$ cat config.mk
export PLATFORM = sky130hd
export DESIGN_NAME = matrix_add_multiply_engine
export DESIGN_NICKNAME = d
export VERILOG_FILES = /design/src/hw/rtl/mame_pkg.sv /design/src/hw/rtl/mame_ram.sv /design/src/hw/rtl/matrix_add_multiply_engine.sv
export VERILOG_INCLUDE_DIRS = /design/src /design/src/hw/rtl
export SDC_FILE = /design/constraint.sdc
export NUM_CORES = 2
export LEC_CHECK = 0
export BUFFER_PORTS_ARGS = -buffer_cell sky130_fd_sc_hd__buf_2
export CAP_MARGIN = 10
export CORE_ASPECT_RATIO = 1.75
export CORE_MARGIN = 2
export CORE_UTILIZATION = 63
export DETAILED_ROUTE_END_ITERATION = 10
export PLACE_DENSITY_LB_ADDON = 0.08
export SYNTH_ARGS = -nofsm -noshare
export SYNTH_HDL_FRONTEND = slang
export SYNTH_SLANG_ARGS = --single-unit
$ cat constraint.sdc
create_clock -name clk -period 7.5 [get_ports clk]
set_clock_uncertainty 0.05 [all_clocks]
set_input_delay 0.375 -clock clk [delete_from_list [all_inputs] [get_ports clk]]
set_output_delay 0.375 -clock clk [all_outputs]
set_load 0.005 [all_outputs]
$ cat src/hw/rtl/matrix_add_multiply_engine_macros.svh
// Assertion macros for the matrix add/multiply engine.
// Used by the top level; the macros expect clk and arst_n in scope.
`ifndef MATRIX_ADD_MULTIPLY_ENGINE_MACROS_SVH
`define MATRIX_ADD_MULTIPLY_ENGINE_MACROS_SVH

`ifndef SYNTH
`define MAME_ASSERT_IMPLY(lbl, ante, cons, msg) \
	lbl: assert property (@(posedge clk) disable iff (!arst_n) (ante) |-> (cons)) \
		else $error(msg);
`define MAME_ASSERT_NEXT(lbl, ante, cons, msg) \
	lbl: assert property (@(posedge clk) disable iff (!arst_n) (ante) |=> (cons)) \
		else $error(msg);
`else
`define MAME_ASSERT_IMPLY(lbl, ante, cons, msg)
`define MAME_ASSERT_NEXT(lbl, ante, cons, msg)
`endif

`endif

$ cat src/hw/rtl/mame_pkg.sv
// Shared types and constants of the matrix add/multiply engine.
// No dependencies; imported by the engine top level and by the testbench.
`timescale 1ns / 1ps

package mame_pkg;

	localparam int VALUE_W  = 16;
	localparam int RESULT_W = 40;
	localparam int CFG_IDX_W = 4;
	localparam int CFG_DATA_W = 4;

	localparam logic [CFG_IDX_W-1:0] REG_ROWS_A = 4'd0;
	localparam logic [CFG_IDX_W-1:0] REG_COLS_A = 4'd1;
	localparam logic [CFG_IDX_W-1:0] REG_ROWS_B = 4'd2;
	localparam logic [CFG_IDX_W-1:0] REG_COLS_B = 4'd3;

	typedef enum logic [1:0] {
		MODE_LOAD_A  = 2'd0,
		MODE_LOAD_B  = 2'd1,
		MODE_SUM     = 2'd2,
		MODE_PRODUCT = 2'd3
	} mame_mode_t;

	typedef enum logic [1:0] {
		STATUS_OK      = 2'd0,
		STATUS_ADD_ERR = 2'd1,
		STATUS_MUL_ERR = 2'd2
	} mame_status_t;

	typedef enum logic [1:0] {
		ST_IDLE,
		ST_ISSUE,
		ST_DRAIN,
		ST_EMIT
	} mame_state_t;

	typedef struct packed {
		mame_mode_t                 mode;
		logic [2:0]                 row;
		logic [2:0]                 col;
		logic signed [VALUE_W-1:0]  value;
	} mame_in_t;

	typedef struct packed {
		logic [2:0]                 row_res;
		logic [2:0]                 col_res;
		logic signed [RESULT_W-1:0] result;
		mame_status_t               status;
		logic                       last;
	} mame_out_t;

endpackage

$ cat src/hw/rtl/mame_ram.sv
// Generic single-port-write, single-port-read RAM with registered read data.
// No dependencies.
`timescale 1ns / 1ps

module mame_ram #(
	parameter int WIDTH = 16,
	parameter int DEPTH = 64
) (
	input  logic                                        clk,
	input  logic                                        we,
	input  logic [((DEPTH > 1) ? $clog2(DEPTH) : 1)-1:0] waddr,
	input  logic [WIDTH-1:0]                            wdata,
	input  logic [((DEPTH > 1) ? $clog2(DEPTH) : 1)-1:0] raddr,
	output logic [WIDTH-1:0]                            rdata
);

	logic [WIDTH-1:0] mem_q [DEPTH];

	always_ff @(posedge clk) begin
		if (we) begin
			mem_q[waddr] <= wdata;
		end
		rdata <= mem_q[raddr];
	end

endmodule

$ cat src/hw/rtl/matrix_add_multiply_engine.sv
// Matrix add/multiply engine: two element RAMs, one shared multiply/add unit, a sequencer.
// A load request is taken in the idle state; an error request goes straight to the emit step.
// Each product element issues one read per column of A, then drains the pipeline and emits;
// a sum element issues a single read. The input is held off until a request is finished.
// One request is worked on at a time; the emit step waits while the output register is held.
// Reset clears control and sets all dimension registers to 1; element stores are not cleared.
`timescale 1ns / 1ps
`include "matrix_add_multiply_engine_macros.svh"

module matrix_add_multiply_engine
	import mame_pkg::*;
#(
	parameter int MAX_DIM = 8
) (
	input  logic                  clk,
	input  logic                  arst_n,
	input  logic                  in_valid,
	output logic                  in_ready,
	input  mame_in_t              in_data,
	output logic                  out_valid,
	input  logic                  out_ready,
	output mame_out_t             out_data,
	input  logic                  cfg_valid,
	output logic                  cfg_ready,
	input  logic [CFG_IDX_W-1:0]  cfg_index,
	input  logic [CFG_DATA_W-1:0] cfg_data
);

	localparam int DEPTH  = MAX_DIM * MAX_DIM;
	localparam int ADDR_W = (DEPTH > 1) ? $clog2(DEPTH) : 1;
	localparam int IDX_W  = (MAX_DIM > 1) ? $clog2(MAX_DIM) : 1;
	localparam int DIM_W  = $clog2(MAX_DIM + 1);
	localparam logic [DIM_W-1:0]  MAXD     = DIM_W'(MAX_DIM);
	localparam logic [ADDR_W-1:0] ROW_STEP = ADDR_W'(MAX_DIM);

	function automatic logic [DIM_W-1:0] eff_dim(input logic [CFG_DATA_W-1:0] v);
		logic [4:0] v5;
		v5 = 5'(v);
		if (v == '0) begin
			return DIM_W'(1);
		end else if (v5 > 5'(MAX_DIM)) begin
			return MAXD;
		end else begin
			return DIM_W'(v);
		end
	endfunction

	mame_state_t state_q, state_d;

	logic [CFG_DATA_W-1:0] rows_a_q, cols_a_q, rows_b_q, cols_b_q;
	logic [DIM_W-1:0]      ra, ca, rb, cb, jlen, klen;

	logic                  prod_q, err_q;
	mame_status_t          err_status_q;
	logic [IDX_W-1:0]      i_q, j_q, k_q;
	logic                  v_s1, first_s1, v_s2, first_s2;
	logic signed [31:0]    prod_s2, unit_res;
	logic signed [RESULT_W-1:0] acc_q;
	logic                  out_valid_q;
	mame_out_t             out_q, out_d;

	logic                  in_acc, load_row_ok, we_a, we_b;
	logic [ADDR_W-1:0]     waddr, a_raddr, b_raddr;
	logic [VALUE_W-1:0]    a_rdata, b_rdata;
	logic                  add_bad, mul_bad, start, issue, out_free, out_load;
	logic                  k_last, i_last, j_last, elem_last;

	assign ra = eff_dim(rows_a_q);
	assign ca = eff_dim(cols_a_q);
	assign rb = eff_dim(rows_b_q);
	assign cb = eff_dim(cols_b_q);
	assign jlen = prod_q ? cb : ca;
	assign klen = prod_q ? ca : DIM_W'(1);

	assign add_bad = (ra != rb) || (ca != cb);
	assign mul_bad = (ca != rb);

	assign k_last = (DIM_W'(k_q) + DIM_W'(1)) == klen;
	assign i_last = (DIM_W'(i_q) + DIM_W'(1)) == ra;
	assign j_last = (DIM_W'(j_q) + DIM_W'(1)) == jlen;
	assign elem_last = i_last && j_last;

	assign in_acc   = in_valid && in_ready;
	assign out_free = !out_valid_q || out_ready;
	assign cfg_ready = 1'b1;

	assign load_row_ok = (5'(in_data.row) < 5'(MAX_DIM)) && (5'(in_data.col) < 5'(MAX_DIM));
	assign we_a  = in_acc && (in_data.mode == MODE_LOAD_A) && load_row_ok;
	assign we_b  = in_acc && (in_data.mode == MODE_LOAD_B) && load_row_ok;
	assign waddr = ADDR_W'(in_data.row) * ROW_STEP + ADDR_W'(in_data.col);
	assign start = in_acc && ((in_data.mode == MODE_SUM) || (in_data.mode == MODE_PRODUCT));

	assign a_raddr = ADDR_W'(i_q) * ROW_STEP + ADDR_W'(prod_q ? k_q : j_q);
	assign b_raddr = ADDR_W'(prod_q ? k_q : i_q) * ROW_STEP + ADDR_W'(j_q);

	mame_ram #(.WIDTH(VALUE_W), .DEPTH(DEPTH)) u_ram_a (
		.clk   (clk),
		.we    (we_a),
		.waddr (waddr),
		.wdata (in_data.value),
		.raddr (a_raddr),
		.rdata (a_rdata)
	);

	mame_ram #(.WIDTH(VALUE_W), .DEPTH(DEPTH)) u_ram_b (
		.clk   (clk),
		.we    (we_b),
		.waddr (waddr),
		.wdata (in_data.value),
		.raddr (b_raddr),
		.rdata (b_rdata)
	);

	always_comb begin
		state_d = state_q;
		unique case (state_q)
			ST_IDLE: begin
				if (in_acc) begin
					unique case (in_data.mode)
						MODE_LOAD_A, MODE_LOAD_B: state_d = ST_IDLE;
						MODE_SUM:     state_d = add_bad ? ST_EMIT : ST_ISSUE;
						MODE_PRODUCT: state_d = mul_bad ? ST_EMIT : ST_ISSUE;
					endcase
				end
			end
			ST_ISSUE: begin
				if (k_last) begin
					state_d = ST_DRAIN;
				end
			end
			ST_DRAIN: begin
				if (!v_s1 && !v_s2) begin
					state_d = ST_EMIT;
				end
			end
			ST_EMIT: begin
				if (out_free) begin
					state_d = (err_q || elem_last) ? ST_IDLE : ST_ISSUE;
				end
			end
			default: state_d = ST_IDLE;
		endcase
	end

	always_comb begin
		in_ready = 1'b0;
		issue    = 1'b0;
		out_load = 1'b0;
		unique case (state_q)
			ST_IDLE:  in_ready = 1'b1;
			ST_ISSUE: issue    = 1'b1;
			ST_DRAIN: ;
			ST_EMIT:  out_load = out_free;
			default: ;
		endcase
	end

	always_comb begin
		if (prod_q) begin
			unit_res = 32'($signed(a_rdata)) * 32'($signed(b_rdata));
		end else begin
			unit_res = 32'($signed(a_rdata)) + 32'($signed(b_rdata));
		end
	end

	always_comb begin
		out_d = '0;
		if (err_q) begin
			out_d.status = err_status_q;
			out_d.last   = 1'b1;
		end else begin
			out_d.row_res = 3'(i_q);
			out_d.col_res = 3'(j_q);
			out_d.result  = acc_q;
			out_d.status  = STATUS_OK;
			out_d.last    = elem_last;
		end
	end

	always_ff @(posedge clk or negedge arst_n) begin
		if (!arst_n) begin
			state_q     <= ST_IDLE;
			rows_a_q    <= CFG_DATA_W'(1);
			cols_a_q    <= CFG_DATA_W'(1);
			rows_b_q    <= CFG_DATA_W'(1);
			cols_b_q    <= CFG_DATA_W'(1);
			prod_q      <= 1'b0;
			err_q       <= 1'b0;
			err_status_q <= STATUS_OK;
			i_q         <= '0;
			j_q         <= '0;
			k_q         <= '0;
			v_s1        <= 1'b0;
			v_s2        <= 1'b0;
			out_valid_q <= 1'b0;
		end else begin
			state_q <= state_d;
			if (cfg_valid && cfg_ready) begin
				if (cfg_index == REG_ROWS_A) begin
					rows_a_q <= cfg_data;
				end
				if (cfg_index == REG_COLS_A) begin
					cols_a_q <= cfg_data;
				end
				if (cfg_index == REG_ROWS_B) begin
					rows_b_q <= cfg_data;
				end
				if (cfg_index == REG_COLS_B) begin
					cols_b_q <= cfg_data;
				end
			end
			if (start) begin
				prod_q       <= (in_data.mode == MODE_PRODUCT);
				err_q        <= (in_data.mode == MODE_PRODUCT) ? mul_bad : add_bad;
				err_status_q <= (in_data.mode == MODE_PRODUCT) ? STATUS_MUL_ERR
				                                               : STATUS_ADD_ERR;
				i_q <= '0;
				j_q <= '0;
				k_q <= '0;
			end
			if (issue) begin
				k_q <= k_last ? '0 : k_q + IDX_W'(1);
			end
			if (out_load && !err_q) begin
				if (j_last) begin
					j_q <= '0;
					i_q <= i_q + IDX_W'(1);
				end else begin
					j_q <= j_q + IDX_W'(1);
				end
			end
			v_s1 <= issue;
			v_s2 <= v_s1;
			if (out_load) begin
				out_valid_q <= 1'b1;
			end else if (out_ready) begin
				out_valid_q <= 1'b0;
			end
		end
	end

	always_ff @(posedge clk) begin
		first_s1 <= (k_q == '0);
		first_s2 <= first_s1;
		prod_s2  <= unit_res;
		if (v_s2) begin
			acc_q <= (first_s2 ? RESULT_W'(0) : acc_q) + RESULT_W'(prod_s2);
		end
		if (out_load) begin
			out_q <= out_d;
		end
	end

	assign out_valid = out_valid_q;
	assign out_data  = out_q;

	`MAME_ASSERT_IMPLY(a_emit_drained, state_q == ST_EMIT, !v_s1 && !v_s2, "emit with busy pipeline")
	`MAME_ASSERT_IMPLY(a_k_in_range, state_q == ST_ISSUE, (DIM_W'(k_q) < klen), "k index past limit")
	`MAME_ASSERT_IMPLY(a_err_shape, out_valid_q && out_q.status != STATUS_OK, out_q.last && out_q.result == '0, "bad error result")
	`MAME_ASSERT_NEXT(a_err_done, state_q == ST_EMIT && out_free && err_q, state_q == ST_IDLE, "error run did not end")

endmodule

# After elaboration in Yosys (flattened, before gate mapping)
# Memory sizes are Yosys's and may differ from the RTL's. A register that Yosys moved wholly into a read port is not among the register bits.
# Cells that the tools add are included.
[word_totals]
inputBits = 37
regBits = 157
memories = 2
mem_bits_rw = 2048
[memory_table]
columns = ["name", "depth", "word_bits", "read_ports", "rd_clocked_by_memory_dff", "write_ports", "line", "source"]
rows = [
  ["u_ram_a.mem_q", 64, 16, 1, 1, 1, "mame_ram.sv:17", "logic [WIDTH-1:0] mem_q [DEPTH];"],
  ["u_ram_b.mem_q", 64, 16, 1, 1, 1, "mame_ram.sv:17", ""],
]
[op_classes]
mux = 42
n_reduce_logical = 32
n_mul = 1
n_eq_ne = 19
n_lt_le_gt_ge = 4
addsub = 11
[ops]
columns = ["op", "n"]
rows = [
  ["40-bit by 32-bit adder with 40-bit output", 1],
  ["4-bit 2-to-1 mux", 10],
  ["40-bit 2-to-1 mux", 1],
  ["16-bit by 16-bit multiplier with 32-bit output", 1],
  ["32-bit 2-to-1 mux", 1],
  ["3-bit 2-to-1 mux", 10],
  ["4-bit logical NOT", 5],
  ["6-bit by 3-bit adder with 6-bit output", 3],
  ["16-bit by 16-bit adder with 17-bit output", 1],
  ["4-bit > comparator, second input constant", 4],
  ["2-bit 2-to-1 mux", 7],
  ["3-bit by 1-bit adder with 4-bit output, second input constant", 3],
  ["4-bit == test", 3],
  ["4-bit inequality test", 3],
  ["1-bit 2-to-1 mux", 11],
  ["3-bit by 1-bit adder with 3-bit output, second input constant", 3],
  ["2-bit == test, second input constant", 4],
  ["4-bit by 2-bit == test with 1-bit output, second input constant", 2],
  ["2-bit inequality test, second input constant", 4],
  ["2-bit one-hot mux with 4 select lines", 1],
  ["2-bit AND reduction", 4],
  ["1-bit logical AND", 7],
  ["2-bit one-hot mux with 3 select lines", 1],
  ["2-bit nonzero test", 3],
  ["8 further kinds", 16],
]

# Logic depth before layout (Yosys ltp)
[logic_depth]
depth_word = 10
depth_mapped = 24
ltp_nobuf = 23

# Hierarchy
# From an unflattened synthesis, not the netlist that was laid out.
[hier_totals]
hier_cells = 5606
hier_area_um2 = 98807.3
[by_module_without_submodules]
columns = ["mod", "area_per_inst_um2", "cells_each", "n_inst"]
rows = [
  ["mame_ram", 40042.2, 1829, 2],
  ["matrix_add_multiply_engine", 18723.0, 1948, 1],
]

# Least setup slack after synthesis
# OpenSTA, ideal clock, no wires.
[synth_timing]
kind = "register to register"
startpoint = "reg u_ram_a.rdata[15], read port of u_ram_a.mem_q"
endpoint = "reg prod_s2[31]"
path_stages_with_launch = 22
setup_time_ps = 114
period_less_slack_ps = 6134
path_buffers = 2
required_time_ps = 7336
slack_ps = 1366
arrival_ps = 5970
path_cell_list = "dfxtp_1 > clkbuf_1 > clkbuf_1 > nand2_1 > inv_1 > fa_1 > fa_1 > fa_1 > fa_1 > fa_1 > inv_1 > fa_1 > inv_1 > ha_1 > nand2_1 > o21bai_1 > a21oi_1 > a211o_1 > a211oi_1 > o41ai_1 > xnor2_1 > a21o_1"
[synth_via]
elab_chain_cells = 2
elab_cells_between_ends = 3
classes_between = "add/sub (1); mul (1); mux (1)"
[synth_lines]
columns = ["item", "line", "source"]
rows = [
  ["from (decl)", "mame_ram.sv:14", "output logic [WIDTH-1:0] rdata"],
  ["16-bit by 16-bit multiplier with 32-bit output / 16-bit by 16-bit adder with 17-bit output (equally long branches)", "matrix_add_multiply_engine.sv:160, matrix_add_multiply_engine.sv:162", ""],
  ["32-bit 2-to-1 mux *", "matrix_add_multiply_engine.sv:159", "if (prod_q) begin"],
  ["via unit_res[31]", "matrix_add_multiply_engine.sv:57", "logic signed [31:0] prod_s2, unit_res;"],
  ["to (signal assigned)", "matrix_add_multiply_engine.sv:245", "prod_s2 <= unit_res;"],
  ["to (decl)", "matrix_add_multiply_engine.sv:57", ""],
]
# The timed path passes the listed nets; every way through them passes the cells marked *.
# A chain may end at the register's enable or synchronous reset.

# Worst setup path in the final report
[layout_timing]
startpoint = "reg u_ram_b.rdata[1], read port of u_ram_b.mem_q"
endpoint = "reg prod_s2[31]"
[layout_via]
elab_chain_cells = 2
elab_cells_between_ends = 3
classes_between = "add/sub (1); mul (1); mux (1)"
[layout_lines]
columns = ["item", "line"]
rows = [
  ["from (decl)", "mame_ram.sv:14"],
  ["16-bit by 16-bit multiplier with 32-bit output / 16-bit by 16-bit adder with 17-bit output (equally long branches)", "matrix_add_multiply_engine.sv:160, matrix_add_multiply_engine.sv:162"],
  ["32-bit 2-to-1 mux *", "matrix_add_multiply_engine.sv:159"],
  ["via unit_res[31]", "matrix_add_multiply_engine.sv:57"],
]
# Marked as above.

==> metrics.md <==
| Metric | Value |
|---|---|
| Area added between synthesis and finish | 10.34% |
| Clk slew on worst S/H paths | 0.06 ns |
| Worst endpoint data arrival time | 7.30 ns |
| Vias/cell | 6.432 |
| Fill count | 10,003 |
| Die X | 303.0 µm |
| Top_reg_cell synth | edfxtp_1 |
| R2r endpoint | prod_s2[31]$_DFF_P_ |
| Initial Util | 0.6323 |
| Max Fclk | 0.1505 GHz |
| Die height | 527.3 µm |
| FF-to-FF Start | u_ram_b.rdata[1]$_DFF_P_ |
| Post-CTS setup buffers | 0 |
| Non-Filler Instances | 8,171 |
| Mapped cell area | 98,580 µm² |
| RSZ-0062 raised after global routing | false |
| Cells after DPL | 7,783 |
| Yosys reg bits | 2,236 |
| Slew HR | 0.09431 |
| Vias in the first global route | 54,115 |
| Outcome | completed |
| Detailed Route WL | 244,000 µm |
| Min-delay src | in_data[11] |
| First-pass GRT wire length | 358,500 µm |
| DIE AREA | 159,800 µm² |
| Longest Clk Path Bufs | 4 |
| Setup TNS | 0 ns |
| Met3 Usage GRT | 0.03597 |
| Nature of the critical path endpoint | register |
| CP Class | register to register |
| Clock sink count | 2,236 |
| Initial antenna violation count | 16 |
| Post-synth EDFFs | 2,137 |
| Port Buffers | 87 |
| Final net count | 6,419 |
| Area of the multi-input gates | 30,130 µm² |
| Remaining DRCs | 0 |
| Worst Reg-to-Reg Cells | 18 |
| Overflow after GRT | 0 |
| Post-DP HPWL | 158,900 µm |
| Most frequent cells in the layout | edfxtp_1, mux4_2, nor2_1 |
| GR peak layer | met2 |
| Hold Crit Depth | 1 |
| Tightest Hold Check Type | input port to register |
| Startpoint Class | register |
| CTS tree | done |
| Synth Net Count | 6,183 |
| WHS Endpoint | u_ram_a.mem_q[19][11]$_DFFE_PP_ |
| Mapped Avg Cell Area | 17.19 µm² |
| Grt met1 use | 0.3780 |
| DR iter-0 viols | 5,047 |
| Commonest non-fill, non-tap cell in the layout | edfxtp_1 |
| Sequential cell area | 66,340 µm² |
| Final Hold Vio Count | 0 |
| CTS hold repair buffers | 25 |
| Dpl ws | 0.8548 ns |
| Synth warnings | 0 |
| Largest net degree at the start of global routing | 114 |
| Reg2Reg Setup Slack | 0.86 ns |
| Sequential share of the synthesized area | 0.6728 |
| M2 GR Usage | 0.5423 |
| Final Critical Period | 6.643 ns |
| CP required | 8.16 ns |
| Post-Synthesis Cells | 5,736 |
| DR pass1 iterations | 6 |
| Ys async rst share | 0.01476 |
| CTS H-tree lvls | 4 |
| GPL Wtd Cong | 0.9572 |
| Max-cap violation count | 0 |
| Boundary Pins | 89 |
| Max FO, Critical Path | 17 |
| Layout cells sized above 1 | 0.1813 |
| DR WL/cell | 29.87 µm |
| Clock latency at the later pin of the worst-skew pair | 0.85 ns |
| Placeable Area | 155,900 µm² |
| GRT Overall Usage | 0.3125 |
| Routed Antenna Nets | 0 |
| Final Slew Violations | 0 |
| Cts bufs inserted | 196 |
| Root Buffer | clkbuf_16 |
| Row count | 192 |
| # setup viols final | 0 |
| Vias | 52,557 |
| Slew @ Worst Pin | 1.324 ns |
| Setup ws final | 0.8567 ns |
| Final period utilization | 0.8858 |
| Yosys cell types | 71 |
| Quantity of gates resized following cts | 0 |
==> per-stage QoR <==
step,hold WS [ns],instance area (µm²),utilization
after global routing,0.06807,108800,0.6976
after detailed placement,0.2689,102300,0.6564
after floorplan,0.02941,98580,-
after CTS,0.03618,108700,0.6974
after global placement,0.2726,102300,0.6563
final,0.04568,108800,0.6977
==> sequential cells by signal (all words and copies together) (netlist names), 4 cells and up <==
register / count
prod_s2: 32
u_ram_b.mem_q: 1024
acc_q: 40
u_ram_b.rdata: 16
rows_b_q: 4
out_data: 49
u_ram_a.mem_q: 1024
cols_b_q: 4
rows_a_q: 4
u_ram_a.rdata: 16
cols_a_q: 4
==> final cells by class <==
class / instances / area share
Clock inverter: 102 / 0.008385
Tap cell: 2037 / 0.02343
Multi-Input combinational cell: 2892 / 0.2770
Inverter: 325 / 0.01121
Antenna cell: 11 / 0.0002531
Clock buffer: 247 / 0.04806
Sequential cell: 2236 / 0.6099
Timing Repair Buffer: 321 / 0.02183
==> cell families after synthesis <==
| kind of cell | after synthesis | share of synthesized area |
|---|---|---|
| AO/OA/AOI/OAI | 479 | 0.03211 |
| XOR/XNOR | 94 | 0.008351 |
| adder cells (fa/ha/maj) | 410 | 0.07214 |
| buffers and inverters | 608 | 0.02396 |
| flip-flops | 2236 | 0.6728 |
| multiplexers | 746 | 0.1349 |
| other | 1 | 0.00003804 |
| AND/OR/NAND/NOR | 1162 | 0.05576 |
==> routing by layer <==
layer | vias up | part of all wire | wire, µm
met2 | 2113 | 0.53 | 128700
met1 | 27335 | 0.34 | 84010
li1 | 22513 | - | -
met3 | 588 | 0.060 | 14540
met4 | 8 | 0.069 | 16750
met5 | - | 0.00021 | 52
==> critical path, stage by stage (launching register included) <==
cell and delay, ns:
dfxtp_1 0.75, nand2_1 0.19, inv_1 0.16, fa_1 0.56
fa_1 0.92, fa_1 0.53, fa_1 0.50, fa_1 0.49
inv_1 0.05, fa_1 0.47, inv_1 0.04, ha_1 0.38
nand4_1 0.22, nor2_1 0.17, a211o_1 0.23, a211oi_1 0.10
o41ai_1 0.40, xnor2_1 0.11, a21o_1 0.18
==> how the worst max path moves through the flow <==
stage / startpoint / endpoint / slack, ns / depth (start not counted)
detailed placement: u_ram_b.rdata[1]$_DFF_P_ / prod_s2[31]$_DFF_P_ / 0.85 / 18
global placement: u_ram_b.rdata[1]$_DFF_P_ / prod_s2[30]$_DFF_P_ / 0.99 / 18
CTS: u_ram_b.rdata[1]$_DFF_P_ / prod_s2[31]$_DFF_P_ / 0.84 / 18
floorplan: u_ram_a.rdata[15]$_DFF_P_ / prod_s2[31]$_DFF_P_ / 1.37 / 21
global route: u_ram_b.rdata[1]$_DFF_P_ / prod_s2[31]$_DFF_P_ / 0.40 / 18
finish: u_ram_b.rdata[1]$_DFF_P_ / prod_s2[31]$_DFF_P_ / 0.86 / 18
==> Yosys cell counts, types with 32 or more instances <==
cell type / number / area, µm²
edfxtp_1: 2137 / 64170
mux4_2: 464 / 10450
nor2_1: 452 / 1697
inv_1: 325 / 1220
mux2i_1: 265 / 2653
fa_1: 264 / 5285
nand2_1: 200 / 750.7
clkbuf_1: 195 / 732.0
ha_1: 146 / 1827
and2_1: 124 / 775.7
nor3_1: 114 / 570.6
nor4_1: 99 / 619.3
nor2b_1: 93 / 581.8
o21ai_0: 93 / 465.5
a21oi_1: 92 / 460.4
dfxtp_1: 66 / 1321
xnor2_1: 62 / 543.0
buf_2: 58 / 290.3
a21o_1: 51 / 382.9
o21ai_1: 41 / 205.2
a2111oi_0: 34 / 297.8
a31oi_1: 32 / 200.2
o32ai_1: 32 / 280.3
xor2_1: 32 / 280.3
Power is left out: the tool's default activity adds up to more than one toggle a clock period on the data nets, which glitch-free logic cannot reach.
